===== config.mk =====
export PLATFORM = sky130hd
export DESIGN_NAME = swing_allreduce_peer_schedule
export DESIGN_NICKNAME = d
export VERILOG_FILES = /design/src/sv/swing_ar_pkg.sv /design/src/sv/swing_ar_datapath.sv /design/src/sv/swing_ar_ctrl.sv /design/src/sv/swing_allreduce_peer_schedule.sv
export SDC_FILE = /design/constraint.sdc
export NUM_CORES = 1
export LEC_CHECK = 0
export BUFFER_PORTS_ARGS = -buffer_cell sky130_fd_sc_hd__buf_2
export CAP_MARGIN = 40
export CORE_MARGIN = 4
export CORE_UTILIZATION = 44
export DETAILED_ROUTE_END_ITERATION = 8
export PLACE_DENSITY_LB_ADDON = 0.05
export SYNTH_ARGS = -nofsm -noshare
export SYNTH_HDL_FRONTEND = slang
export SYNTH_SLANG_ARGS = --single-unit

===== constraint.sdc =====
create_clock -name clk -period 7.7 [get_ports clk]
set_input_delay 1.54 -clock clk [delete_from_list [all_inputs] [get_ports clk]]
set_output_delay 1.54 -clock clk [all_outputs]
set_load 0.005 [all_outputs]

===== src/sv/swing_ar_pkg.sv =====
package swing_ar_pkg;

    localparam int RANK_W = 20;
    localparam int SIZE_W = 21;
    localparam int STEP_W = 5;
    localparam int ACT_W  = 3;
    localparam int LOG_W  = 5;

    // Largest group size the schedule supports
    localparam logic [SIZE_W-1:0] RANK_LIMIT = 21'h100000;

    typedef enum logic [ACT_W-1:0] {
        ACT_SEND_OWN    = 3'd0,
        ACT_RECV_REDUCE = 3'd1,
        ACT_EXCHANGE    = 3'd2,
        ACT_SEND_RESULT = 3'd3,
        ACT_RECV_RESULT = 3'd4,
        ACT_NONE        = 3'd5,
        ACT_ERROR       = 3'd6
    } action_t;

    // Role of the member within the folded group
    typedef enum logic [2:0] {
        CLS_ERROR,
        CLS_SINGLE,
        CLS_LOW_EVEN,
        CLS_LOW_ODD,
        CLS_PLAIN
    } member_cls_t;

    typedef struct packed {
        logic    load_req;
        logic    setup_lg;
        logic    setup_cls;
        logic    step_adv;
        logic    out_load;
        action_t out_act;
        logic    out_last;
    } dp_cmd_t;

    typedef struct packed {
        member_cls_t cls;
        logic        step_last;
        logic        out_free;
    } dp_status_t;

    // Index of the highest set bit, zero for an all-zero word
    function automatic logic [LOG_W-1:0] msb_index(input logic [SIZE_W-1:0] v);
        logic [LOG_W-1:0] idx;
        idx = '0;
        for (int i = 0; i < SIZE_W; i++)
        begin
            if (v[i])
            begin
                idx = LOG_W'(i);
            end
        end
        return idx;
    endfunction

endpackage


===== src/sv/swing_ar_datapath.sv =====
module swing_ar_datapath #(
    parameter int MAX_STEPS = 20
) (
    input  logic                                clk,
    input  logic                                rst_n,
    input  logic [swing_ar_pkg::RANK_W-1:0]     member_rank,
    input  logic [swing_ar_pkg::SIZE_W-1:0]     group_size,
    input  swing_ar_pkg::dp_cmd_t               cmd,
    output swing_ar_pkg::dp_status_t            status,
    input  logic                                out_stall,
    output logic                                out_valid,
    output logic [swing_ar_pkg::ACT_W-1:0]      action,
    output logic [swing_ar_pkg::RANK_W-1:0]     peer,
    output logic [swing_ar_pkg::STEP_W-1:0]     step_index,
    output logic                                last_of_run
);

    localparam int RW = swing_ar_pkg::RANK_W;
    localparam int SW = swing_ar_pkg::SIZE_W;
    localparam int TW = swing_ar_pkg::STEP_W;
    localparam int LW = swing_ar_pkg::LOG_W;

    // Request and setup registers
    logic [RW-1:0]               rank_reg;
    logic [SW-1:0]               size_reg;
    logic [LW-1:0]               lg_reg;
    logic [RW-1:0]               extra_reg;
    logic                        err_reg;
    logic [RW-1:0]               mask_reg;
    logic [RW-1:0]               vr_reg;
    swing_ar_pkg::member_cls_t   cls_reg;
    logic [TW-1:0]               step_reg;
    logic [RW-1:0]               rho_reg;

    // Output word
    logic                        valid_reg;
    swing_ar_pkg::action_t       act_reg;
    logic [RW-1:0]               peer_reg;
    logic [TW-1:0]               step_out_reg;
    logic                        last_reg;

    logic [LW-1:0]               lg_next;
    logic [SW-1:0]               adj_next;
    logic [RW-1:0]               extra_next;
    logic                        err_next;
    logic                        low_w;
    logic [RW-1:0]               w_val;
    logic [RW-1:0]               dest;
    logic [RW-1:0]               peer_next;

    // Fold the group: highest power of two and the extra members above it
    always_comb
    begin
        lg_next    = swing_ar_pkg::msb_index(size_reg);
        adj_next   = SW'(1) << lg_next;
        extra_next = RW'(size_reg - adj_next);
        err_next   = (size_reg == '0) || (size_reg > swing_ar_pkg::RANK_LIMIT)
                     || ({1'b0, rank_reg} >= size_reg);
    end

    assign low_w = {1'b0, rank_reg} < {extra_reg, 1'b0};

    // Exchange partner for the current step, mapped back to a real rank
    always_comb
    begin
        if (vr_reg[0])
        begin
            w_val = (vr_reg - rho_reg) & mask_reg;
        end
        else
        begin
            w_val = (vr_reg + rho_reg) & mask_reg;
        end
        if (w_val < extra_reg)
        begin
            dest = {w_val[RW-2:0], 1'b1};
        end
        else
        begin
            dest = w_val + extra_reg;
        end
    end

    // Pick the partner for the action being issued
    always_comb
    begin
        case (cmd.out_act)
            swing_ar_pkg::ACT_SEND_OWN,
            swing_ar_pkg::ACT_RECV_RESULT: peer_next = rank_reg + RW'(1);
            swing_ar_pkg::ACT_RECV_REDUCE,
            swing_ar_pkg::ACT_SEND_RESULT: peer_next = rank_reg - RW'(1);
            swing_ar_pkg::ACT_EXCHANGE:    peer_next = dest;
            default:                       peer_next = '0;
        endcase
    end

    // Hold the request and advance the exchange sequence
    always_ff @(posedge clk or negedge rst_n)
    begin
        if (!rst_n)
        begin
            rank_reg  <= '0;
            size_reg  <= '0;
            lg_reg    <= '0;
            extra_reg <= '0;
            err_reg   <= 1'b0;
            mask_reg  <= '0;
            vr_reg    <= '0;
            cls_reg   <= swing_ar_pkg::CLS_ERROR;
            step_reg  <= '0;
            rho_reg   <= RW'(1);
        end
        else
        begin
            if (cmd.load_req)
            begin
                rank_reg <= member_rank;
                size_reg <= group_size;
            end
            if (cmd.setup_lg)
            begin
                lg_reg    <= lg_next;
                extra_reg <= extra_next;
                err_reg   <= err_next;
            end
            if (cmd.setup_cls)
            begin
                mask_reg <= RW'((SW'(1) << lg_reg) - SW'(1));
                step_reg <= '0;
                rho_reg  <= RW'(1);
                if (low_w)
                begin
                    vr_reg <= rank_reg >> 1;
                end
                else
                begin
                    vr_reg <= rank_reg - extra_reg;
                end
                if (err_reg || (lg_reg > LW'(MAX_STEPS)))
                begin
                    cls_reg <= swing_ar_pkg::CLS_ERROR;
                end
                else if (size_reg == SW'(1))
                begin
                    cls_reg <= swing_ar_pkg::CLS_SINGLE;
                end
                else if (low_w && !rank_reg[0])
                begin
                    cls_reg <= swing_ar_pkg::CLS_LOW_EVEN;
                end
                else if (low_w)
                begin
                    cls_reg <= swing_ar_pkg::CLS_LOW_ODD;
                end
                else
                begin
                    cls_reg <= swing_ar_pkg::CLS_PLAIN;
                end
            end
            else if (cmd.step_adv)
            begin
                step_reg <= step_reg + TW'(1);
                rho_reg  <= RW'(1) - {rho_reg[RW-2:0], 1'b0};
            end
        end
    end

    // Output word register: load when the slot is free, drop once taken
    always_ff @(posedge clk or negedge rst_n)
    begin
        if (!rst_n)
        begin
            valid_reg <= 1'b0;
        end
        else if (cmd.out_load)
        begin
            valid_reg <= 1'b1;
        end
        else if (!out_stall)
        begin
            valid_reg <= 1'b0;
        end
    end

    always_ff @(posedge clk)
    begin
        if (cmd.out_load)
        begin
            act_reg      <= cmd.out_act;
            peer_reg     <= peer_next;
            step_out_reg <= (cmd.out_act == swing_ar_pkg::ACT_EXCHANGE) ? step_reg : '0;
            last_reg     <= cmd.out_last;
        end
    end

    assign status.cls       = cls_reg;
    assign status.step_last = (step_reg == TW'(lg_reg - LW'(1)));
    assign status.out_free  = !valid_reg || !out_stall;

    assign out_valid   = valid_reg;
    assign action      = act_reg;
    assign peer        = peer_reg;
    assign step_index  = step_out_reg;
    assign last_of_run = last_reg;

    // Never overwrite a word that is still waiting
    a_load_when_free: assert property (@(posedge clk) disable iff (!rst_n)
        cmd.out_load |-> status.out_free)
        else $error("output word overwritten while stalled");

    // Error and idle words carry no partner or step number and are marked last
    a_err_no_peer: assert property (@(posedge clk) disable iff (!rst_n)
        (out_valid && (action == swing_ar_pkg::ACT_ERROR
                       || action == swing_ar_pkg::ACT_NONE))
        |-> (peer == '0 && step_index == '0 && last_of_run))
        else $error("error or idle word with partner or not last");

    // Step number only on exchanges
    a_step_only_exch: assert property (@(posedge clk) disable iff (!rst_n)
        (out_valid && action != swing_ar_pkg::ACT_EXCHANGE) |-> (step_index == '0))
        else $error("step number on a non-exchange word");

endmodule


===== src/sv/swing_ar_ctrl.sv =====
module swing_ar_ctrl (
    input  logic                       clk,
    input  logic                       rst_n,
    input  logic                       in_valid,
    output logic                       in_stall,
    input  swing_ar_pkg::dp_status_t   status,
    output swing_ar_pkg::dp_cmd_t      cmd
);

    typedef enum logic [2:0] {
        ST_IDLE,
        ST_FOLD,
        ST_CLASSIFY,
        ST_HEAD,
        ST_EXCH,
        ST_TAIL
    } state_t;

    state_t state_reg;
    state_t state_next;
    logic   stall_reg;
    logic   stall_next;

    // Sequence the schedule: fold, classify, then one word per free slot
    always_comb
    begin
        state_next  = state_reg;
        cmd         = '0;
        cmd.out_act = swing_ar_pkg::ACT_NONE;
        case (state_reg)
            ST_IDLE:
            begin
                if (in_valid)
                begin
                    cmd.load_req = 1'b1;
                    state_next   = ST_FOLD;
                end
            end
            ST_FOLD:
            begin
                cmd.setup_lg = 1'b1;
                state_next   = ST_CLASSIFY;
            end
            ST_CLASSIFY:
            begin
                cmd.setup_cls = 1'b1;
                state_next    = ST_HEAD;
            end
            ST_HEAD:
            begin
                if (status.out_free)
                begin
                    cmd.out_load = 1'b1;
                    case (status.cls)
                        swing_ar_pkg::CLS_ERROR:
                        begin
                            cmd.out_act  = swing_ar_pkg::ACT_ERROR;
                            cmd.out_last = 1'b1;
                            state_next   = ST_IDLE;
                        end
                        swing_ar_pkg::CLS_SINGLE:
                        begin
                            cmd.out_act  = swing_ar_pkg::ACT_NONE;
                            cmd.out_last = 1'b1;
                            state_next   = ST_IDLE;
                        end
                        swing_ar_pkg::CLS_LOW_EVEN:
                        begin
                            cmd.out_act = swing_ar_pkg::ACT_SEND_OWN;
                            state_next  = ST_TAIL;
                        end
                        swing_ar_pkg::CLS_LOW_ODD:
                        begin
                            cmd.out_act = swing_ar_pkg::ACT_RECV_REDUCE;
                            state_next  = ST_EXCH;
                        end
                        default:
                        begin
                            cmd.out_act  = swing_ar_pkg::ACT_EXCHANGE;
                            cmd.out_last = status.step_last;
                            cmd.step_adv = 1'b1;
                            state_next   = status.step_last ? ST_IDLE : ST_EXCH;
                        end
                    endcase
                end
            end
            ST_EXCH:
            begin
                if (status.out_free)
                begin
                    cmd.out_load = 1'b1;
                    cmd.out_act  = swing_ar_pkg::ACT_EXCHANGE;
                    cmd.step_adv = 1'b1;
                    cmd.out_last = status.step_last
                                   && (status.cls != swing_ar_pkg::CLS_LOW_ODD);
                    if (status.step_last)
                    begin
                        state_next = (status.cls == swing_ar_pkg::CLS_LOW_ODD)
                                     ? ST_TAIL : ST_IDLE;
                    end
                end
            end
            ST_TAIL:
            begin
                if (status.out_free)
                begin
                    cmd.out_load = 1'b1;
                    cmd.out_last = 1'b1;
                    cmd.out_act  = (status.cls == swing_ar_pkg::CLS_LOW_EVEN)
                                   ? swing_ar_pkg::ACT_RECV_RESULT
                                   : swing_ar_pkg::ACT_SEND_RESULT;
                    state_next   = ST_IDLE;
                end
            end
            default:
            begin
                state_next = ST_IDLE;
            end
        endcase
        stall_next = (state_next != ST_IDLE);
    end

    // Hold state and the registered stall
    always_ff @(posedge clk or negedge rst_n)
    begin
        if (!rst_n)
        begin
            state_reg <= ST_IDLE;
            stall_reg <= 1'b0;
        end
        else
        begin
            state_reg <= state_next;
            stall_reg <= stall_next;
        end
    end

    assign in_stall = stall_reg;

    // Exchange steps only for members that take part in the folded group
    a_exch_cls: assert property (@(posedge clk) disable iff (!rst_n)
        (state_reg == ST_EXCH) |->
        (status.cls == swing_ar_pkg::CLS_LOW_ODD || status.cls == swing_ar_pkg::CLS_PLAIN))
        else $error("exchange phase for a member without exchanges");

    // A word marked last always returns the sequencer to idle
    a_last_idle: assert property (@(posedge clk) disable iff (!rst_n)
        (cmd.out_load && cmd.out_last) |=> (state_reg == ST_IDLE))
        else $error("last word issued but sequencer not idle");

    // Stall follows the state: free exactly when idle
    a_stall_state: assert property (@(posedge clk) disable iff (!rst_n)
        in_stall == (state_reg != ST_IDLE))
        else $error("stall out of step with sequencer state");

endmodule


===== src/sv/swing_allreduce_peer_schedule.sv =====
// Channel  Dir  Handshake            Words
// in       in   in_valid / in_stall   member_rank, group_size
// out      out  out_valid / out_stall action, peer, step_index, last_of_run
//
// A request is accepted, folded, then classified, then yields n result words,
// one per cycle while the output is free, n from 1 to log2(folded size) + 2.
// The exchange sequencer sets the rate: one partner per unstalled cycle.
// Reset is asynchronous, active low; the block comes up idle and accepting.
// A stall on the output freezes the sequencer; the next request is taken
// while the final word of the previous one still waits.
module swing_allreduce_peer_schedule #(
    parameter int MAX_STEPS = 20
) (
    input  logic                                clk,
    input  logic                                rst_n,
    input  logic                                in_valid,
    output logic                                in_stall,
    input  logic [swing_ar_pkg::RANK_W-1:0]     member_rank,
    input  logic [swing_ar_pkg::SIZE_W-1:0]     group_size,
    output logic                                out_valid,
    input  logic                                out_stall,
    output logic [swing_ar_pkg::ACT_W-1:0]      action,
    output logic [swing_ar_pkg::RANK_W-1:0]     peer,
    output logic [swing_ar_pkg::STEP_W-1:0]     step_index,
    output logic                                last_of_run
);

    swing_ar_pkg::dp_cmd_t    cmd;
    swing_ar_pkg::dp_status_t status;

    swing_ar_ctrl u_ctrl (
        .clk      (clk),
        .rst_n    (rst_n),
        .in_valid (in_valid),
        .in_stall (in_stall),
        .status   (status),
        .cmd      (cmd)
    );

    swing_ar_datapath #(
        .MAX_STEPS (MAX_STEPS)
    ) u_datapath (
        .clk         (clk),
        .rst_n       (rst_n),
        .member_rank (member_rank),
        .group_size  (group_size),
        .cmd         (cmd),
        .status      (status),
        .out_stall   (out_stall),
        .out_valid   (out_valid),
        .action      (action),
        .peer        (peer),
        .step_index  (step_index),
        .last_of_run (last_of_run)
    );

endmodule

After elaboration in Yosys (flattened, before gate mapping) --
Index checks and enable logic that the tools add are counted.
Storage, ports and cells: output and inout port bits 31, logic and storage cells 129, input port bits 45, register bits 169
Operators by class: shift-type cells 2, magnitude comparators 5, bitwise logic cells 2, multiplexer cells 56, eq/ne operators 16, reduce and logical (&&, ||, !) cells 20, $add $sub $neg 11
Operators with widths (number):
- 2-to-1 mux 5 bit | 22
- 2-to-1 mux 20 bit | 5
- one-hot mux 20 bit (3 select lines) | 1
- subtractor 20 bit | 3
- adder 20 bit | 2
- AND 20 bit | 2
- left shift 1 x 5 -> 20 bit, first input constant | 2
- 2-to-1 mux 3 bit | 12
- equality test 21 x 1 -> 1 bit, second input constant | 1
- greater-or-equal comparator 20 x 21 -> 1 bit | 1
- greater-than comparator 21 bit, second input constant | 1
- zero test 21 bit | 1
- less-than comparator 20 x 21 -> 1 bit | 1
- adder 20 x 1 -> 20 bit, second input constant | 1
- less-than comparator 20 bit | 1
- subtractor 1 x 20 -> 20 bit, first input constant | 1
- subtractor 20 x 1 -> 20 bit, second input constant | 1
- subtractor 20 x 2 -> 20 bit, second input constant | 1
- equality test 3 x 2 -> 1 bit, second input constant | 6
- one-hot mux 3 bit (6 select lines) | 1
- one-hot mux 5 bit (3 select lines) | 1
- 2-to-1 mux 6 bit | 2
- one-hot mux 3 bit (4 select lines) | 1
- equality test 3 x 1 -> 1 bit, second input constant | 3
- other kinds (18) | 39

Logic depth before layout (Yosys ltp) --
word-level depth 22, depth in mapped cells 23, depth with buffers taken out 20

By module --
From an unflattened synthesis, not the netlist that was laid out.
Unflattened totals: cells, all modules 1572, area total of the unflattened synthesis 13845.8 um^2
Modules (own cells, without submodules):
- swing_ar_datapath | sequential area each 4249.1 um^2, cells each 1515, area an instance 13397.8 um^2, times used 1
- swing_ar_ctrl | sequential area each 100.1 um^2, cells each 57, area an instance 447.9 um^2, times used 1

Worst setup path before layout --
Ideal clock, no wire load.
path type register to register, from reg u_datapath.vr_reg[0], to reg u_datapath.peer_reg[19], in the netlist u_datapath.peer[19] (data pin), setup slack 2400 ps, cell stages (with the launch flop) 24, period minus slack after synthesis 5300 ps, path buffers 4, arrival 5039 ps, library setup time 261 ps, data required time 7439 ps, cell sequence dfrtp_1 > clkbuf_1 > buf_1 > clkbuf_1 > xor2_1 > ha_1 > and3_4 > or3_4 > o21a_4 > o21ai_4 > o21bai_1 > a21oi_1 > xnor2_1 > and2_1 > ha_1 > a21o_1 > a21oi_1 > o21ai_1 > a21oi_1 > nor3_1 > nor3_1 > buf_2 > nor2_1 > a221o_1
On the way: word-level cells in the longest chain between the ends 6, elaborated cells between the ends (all ways) 9, those cells by class add/sub: 3; order compare: 1; mux: 3; bitwise: 2
Ends and longest elaborated chain:
- from (decl) | RTL line swing_ar_datapath.sv:30 | logic [RW-1:0] vr_reg;
- from (signal assigned) | RTL line swing_ar_datapath.sv:133 | vr_reg <= rank_reg >> 1;
- from (signal assigned) | RTL line swing_ar_datapath.sv:137 | vr_reg <= rank_reg - extra_reg;
- adder 20 bit / subtractor 20 bit (equally long branches) | RTL line swing_ar_datapath.sv:72, swing_ar_datapath.sv:68
- AND 20 bit (on tied branches) | RTL line swing_ar_datapath.sv:72, swing_ar_datapath.sv:68
- 2-to-1 mux 20 bit * | RTL line swing_ar_datapath.sv:66 | if (vr_reg[0])
- adder 20 bit / less-than comparator 20 bit (equally long branches) | RTL line swing_ar_datapath.sv:80, swing_ar_datapath.sv:74
- 2-to-1 mux 20 bit * | RTL line swing_ar_datapath.sv:74 | if (w_val < extra_reg)
- one-hot mux 20 bit (3 select lines) * | RTL line swing_ar_datapath.sv:87 | case (cmd.out_act)
- via u_datapath.peer_next[19] | RTL line swing_ar_datapath.sv:49 | logic [RW-1:0] peer_next;
- to (signal assigned) | RTL line swing_ar_datapath.sv:190 | peer_reg <= peer_next;
- to (decl) | RTL line swing_ar_datapath.sv:38 | logic [RW-1:0] peer_reg;
Mark *: on every way through the listed nets, which the timed path passes. The rest lies on a longest branch. A chain may end at the register's enable or synchronous reset.

Worst setup path after layout --
from reg u_datapath.vr_reg[0], to reg u_datapath.peer_reg[18], in the netlist u_datapath.peer[18] (data pin)
The elaborated chain is that of the path after synthesis.

==> impl_metrics.csv <==
group,metric,value,unit
synthesis,postSynthAreaPerCell,8.87,um^2
floorplanning,num_rows,64,
detailed_routing,vias,11300,
cells_and_area,drive_above_1_share,10.5,%
clock_tree,cts_hold_buffers,0,
synthesis,synth_flop_cell,"dfrtp_1",
cells_and_area,final_common_cell,"ha_1",
clock_tree,cts_tree,"done",
setup_path,critPathBufInv,1,
synthesis,netlist_area,13600,um^2
placement,gp_congestion,0.906,
timing,finClkSkew,15.2,ps
setup_path,critPathLaunchType,"register",
setup_path,slowest_delay,560,ps
status,status,"finished, final reports clean",
grt,grt_max_degree,80,
hold_path,worstHoldPathType,"register to register",
detailed_routing,drt_iter0_markers,593,
synthesis,synth_top_family_by_area,"compound AO/OA/AOI/OAI gates",
clock_tree,clock_latency,460,ps
detailed_routing,routedWlPerCell,19.8,um
floorplanning,dieArea,33800,um^2
synthesis,yosys_warnings,0,
timing,drv_slew,0,
placement,portBuffers,75,
floorplanning,initial_utilization,44.5,%
floorplanning,core_area,30500,um^2
cells_and_area,antenna_cells,0,
cells_and_area,final_cell_mix,"ha_1 (165), nand2_1 (147), dfrtp_1 (139)",
synthesis,async_flop_share,82.7,%
clock_tree,cts.sinks,168,
synthesis,synth_mux_area_share,3.72,%
floorplanning,fp.dieH,184,um
timing,relSlewSlack,41.9,%
synthesis,synth_seq_area_share,32.0,%
grt,grt-ovfl-total,0,
timing,final.setup.tns,0,ps
synthesis,synth_compound_gate_area_share,20.5,%
floorplanning,die_w,184,um
cells_and_area,final_nets,1800,
setup_path,r2r-start,"u_datapath.vr_reg[0]",
setup_path,cp_cell_sequence,"buf_16 -> xor2_1 -> ha_1 -> a21oi_1 -> o221ai_1 -> a21oi_1 -> o21bai_1 -> a21oi_1 -> xnor2_1 -> and2_1 -> ha_1 -> nor4_2 -> o311ai_0 -> o21bai_1 -> a31oi_1 -> a221oi_1 -> a221oi_1 -> xnor2_1 -> nor2_1 -> o32ai_1",
clock_tree,cts_buffer_depth,2,
detailed_routing,drtAntennaViolNets,0,
setup_path,critPathKind,"register to register",
synthesis,synth_xor_area_share,7.35,%
detailed_routing,viasPerCell,5.67,
timing,period_minus_slack,5220,ps
setup_path,cp_top_family,"compound AO/OA/AOI/OAI gates",
clock_tree,cts-resized-gates,0,
detailed_routing,drtPass1Iterations,5,
clock_tree,cts_root_buffer,"clkbuf_16",
setup_path,cpMaxStageDelayCell,"dfrtp_1",
grt,grtUsageTotal,23.8,%
grt,grt_pass1_vias,11000,
clock_tree,htreeDepth,4,
cells_and_area,area_growth,10.9,%
run,maxCapViolations,0,
detailed_routing,wirelength,39600,um
setup_path,critical_path.max_fanout,19,
grt,grt_pass1_wl,62400,um
synthesis,synthAdderAreaFrac,15.8,%
timing,finalSetupViolations,0,
timing,clock.fmax,0.191,GHz
grt,antenna_found_initial,0,
synthesis,synth.distinct_cells,82,
clock_tree,path_clk_slew,70,ps
synthesis,ys_ff_latch,168,
synthesis,syn_inst,1532,
detailed_routing,drc,0,
timing,rsz0062_at_grt,"no",
synthesis,synthSimpleGateAreaFrac,17.1,%
setup_path,crit_path_end_kind,"register",
setup_path,arrival,5480,ps
timing,finalCritPeriodShare,67.9,%
setup_path,critPathRequiredTime,7950,ps
clock_tree,numCtsBuffers,17,
cells_and_area,largest_register_ffs,21,
hold_path,hp-start,"u_datapath.mask_reg[17]",
placement,hpwl,31200,um
synthesis,synth_edf_count,29,
timing,hold_violations,0,
timing,worst_pin_slew,872,ps
synthesis,synth_fp_nets,1746,
setup_path,crit_top_cell,"a21oi_1",
setup_path,crit_start,"u_datapath.vr_reg[0]",
floorplanning,ios,76,
clock_tree,cts_setup_buffers,0,
==> per-layer routing <==
| layer | wire length (um) | GRT usage, % |
|---|---|---|
| met1 | 19500 | 34.0 |
| met2 | 18000 | 38.2 |
| met3 | 1550 | 3.78 |
| met4 | 527 | 5.29 |
| met5 | 0 | 0 |
==> cells by family after synthesis <==
family                     Yosys count
AOI/OAI and AO/OA                  439
xor gates and xnor gates           114
adders and majority gates          169
buffers and inverters              127
DFF                                168
muxes                               48
and+or+nand+nor                    467
==> worst paths after layout <==
path                       cells past startpoint                       to  slack (ps)
max in group asynchronous                      2  u_datapath.size_reg[14]        5310
min in group asynchronous                      1    u_datapath.rho_reg[7]        1100
min                                            2  u_datapath.mask_reg[17]         470
max reg2reg                                   20      u_datapath.peer[18]        2480
max                                           20      u_datapath.peer[18]        2480
min reg2reg                                    2  u_datapath.mask_reg[17]         470
==> tightest hold or removal path, stage by stage (launching register included) <==
cell and delay, ps:
dfrtp_1 340, nand2_1 50, nand2_1 50
==> synthesized netlist by cell type (all sizes together), types with 14 or more instances <==
cell type,instances,share of area (%)
a21o,39,2.2
a21oi,95,3.5
a31oi,14,0.64
and2,25,1.2
clkbuf,44,1.2
dfrtp,139,26
edfxtp,29,6.4
ha,165,15
inv,72,2.0
mux2,20,1.7
mux2i,28,2.1
nand2,147,4.1
nand2b,28,1.3
nand3,39,1.4
nand4,19,0.87
nor2,84,2.3
nor2b,32,1.5
nor3,36,1.3
o21a,20,1.2
o21ai,148,5.6
o22ai,16,0.74
xnor2,56,3.6
xor2,58,3.7
==> metrics by stage <==
stage               hold slack (ps)  area, um^2  setup WS [ps]  std cells  utilization [%]
global placement                447       14400           2230       1960             47.1
global route                    518       15100           2130       1995             49.4
finish                          466       15100           2480       1995             49.4
floorplan                       430       13600           2400       1532                -
detailed placement              453       14500           2210       1963             47.4
CTS                             468       15100           2510       1995             49.4
==> layout make-up <==
class,instances,area [um^2]
Fill cell,2972,15400
Multi-Input combinational cell,1237,8790
Sequential cell,168,4350
Timing Repair Buffer,90,554
Tap cell,396,495
Clock buffer,19,464
Inverter,72,270
Clock inverter,13,151
Power is not shown: default switching activity piles up to over one toggle a cycle in this logic, so the estimate is an artifact.
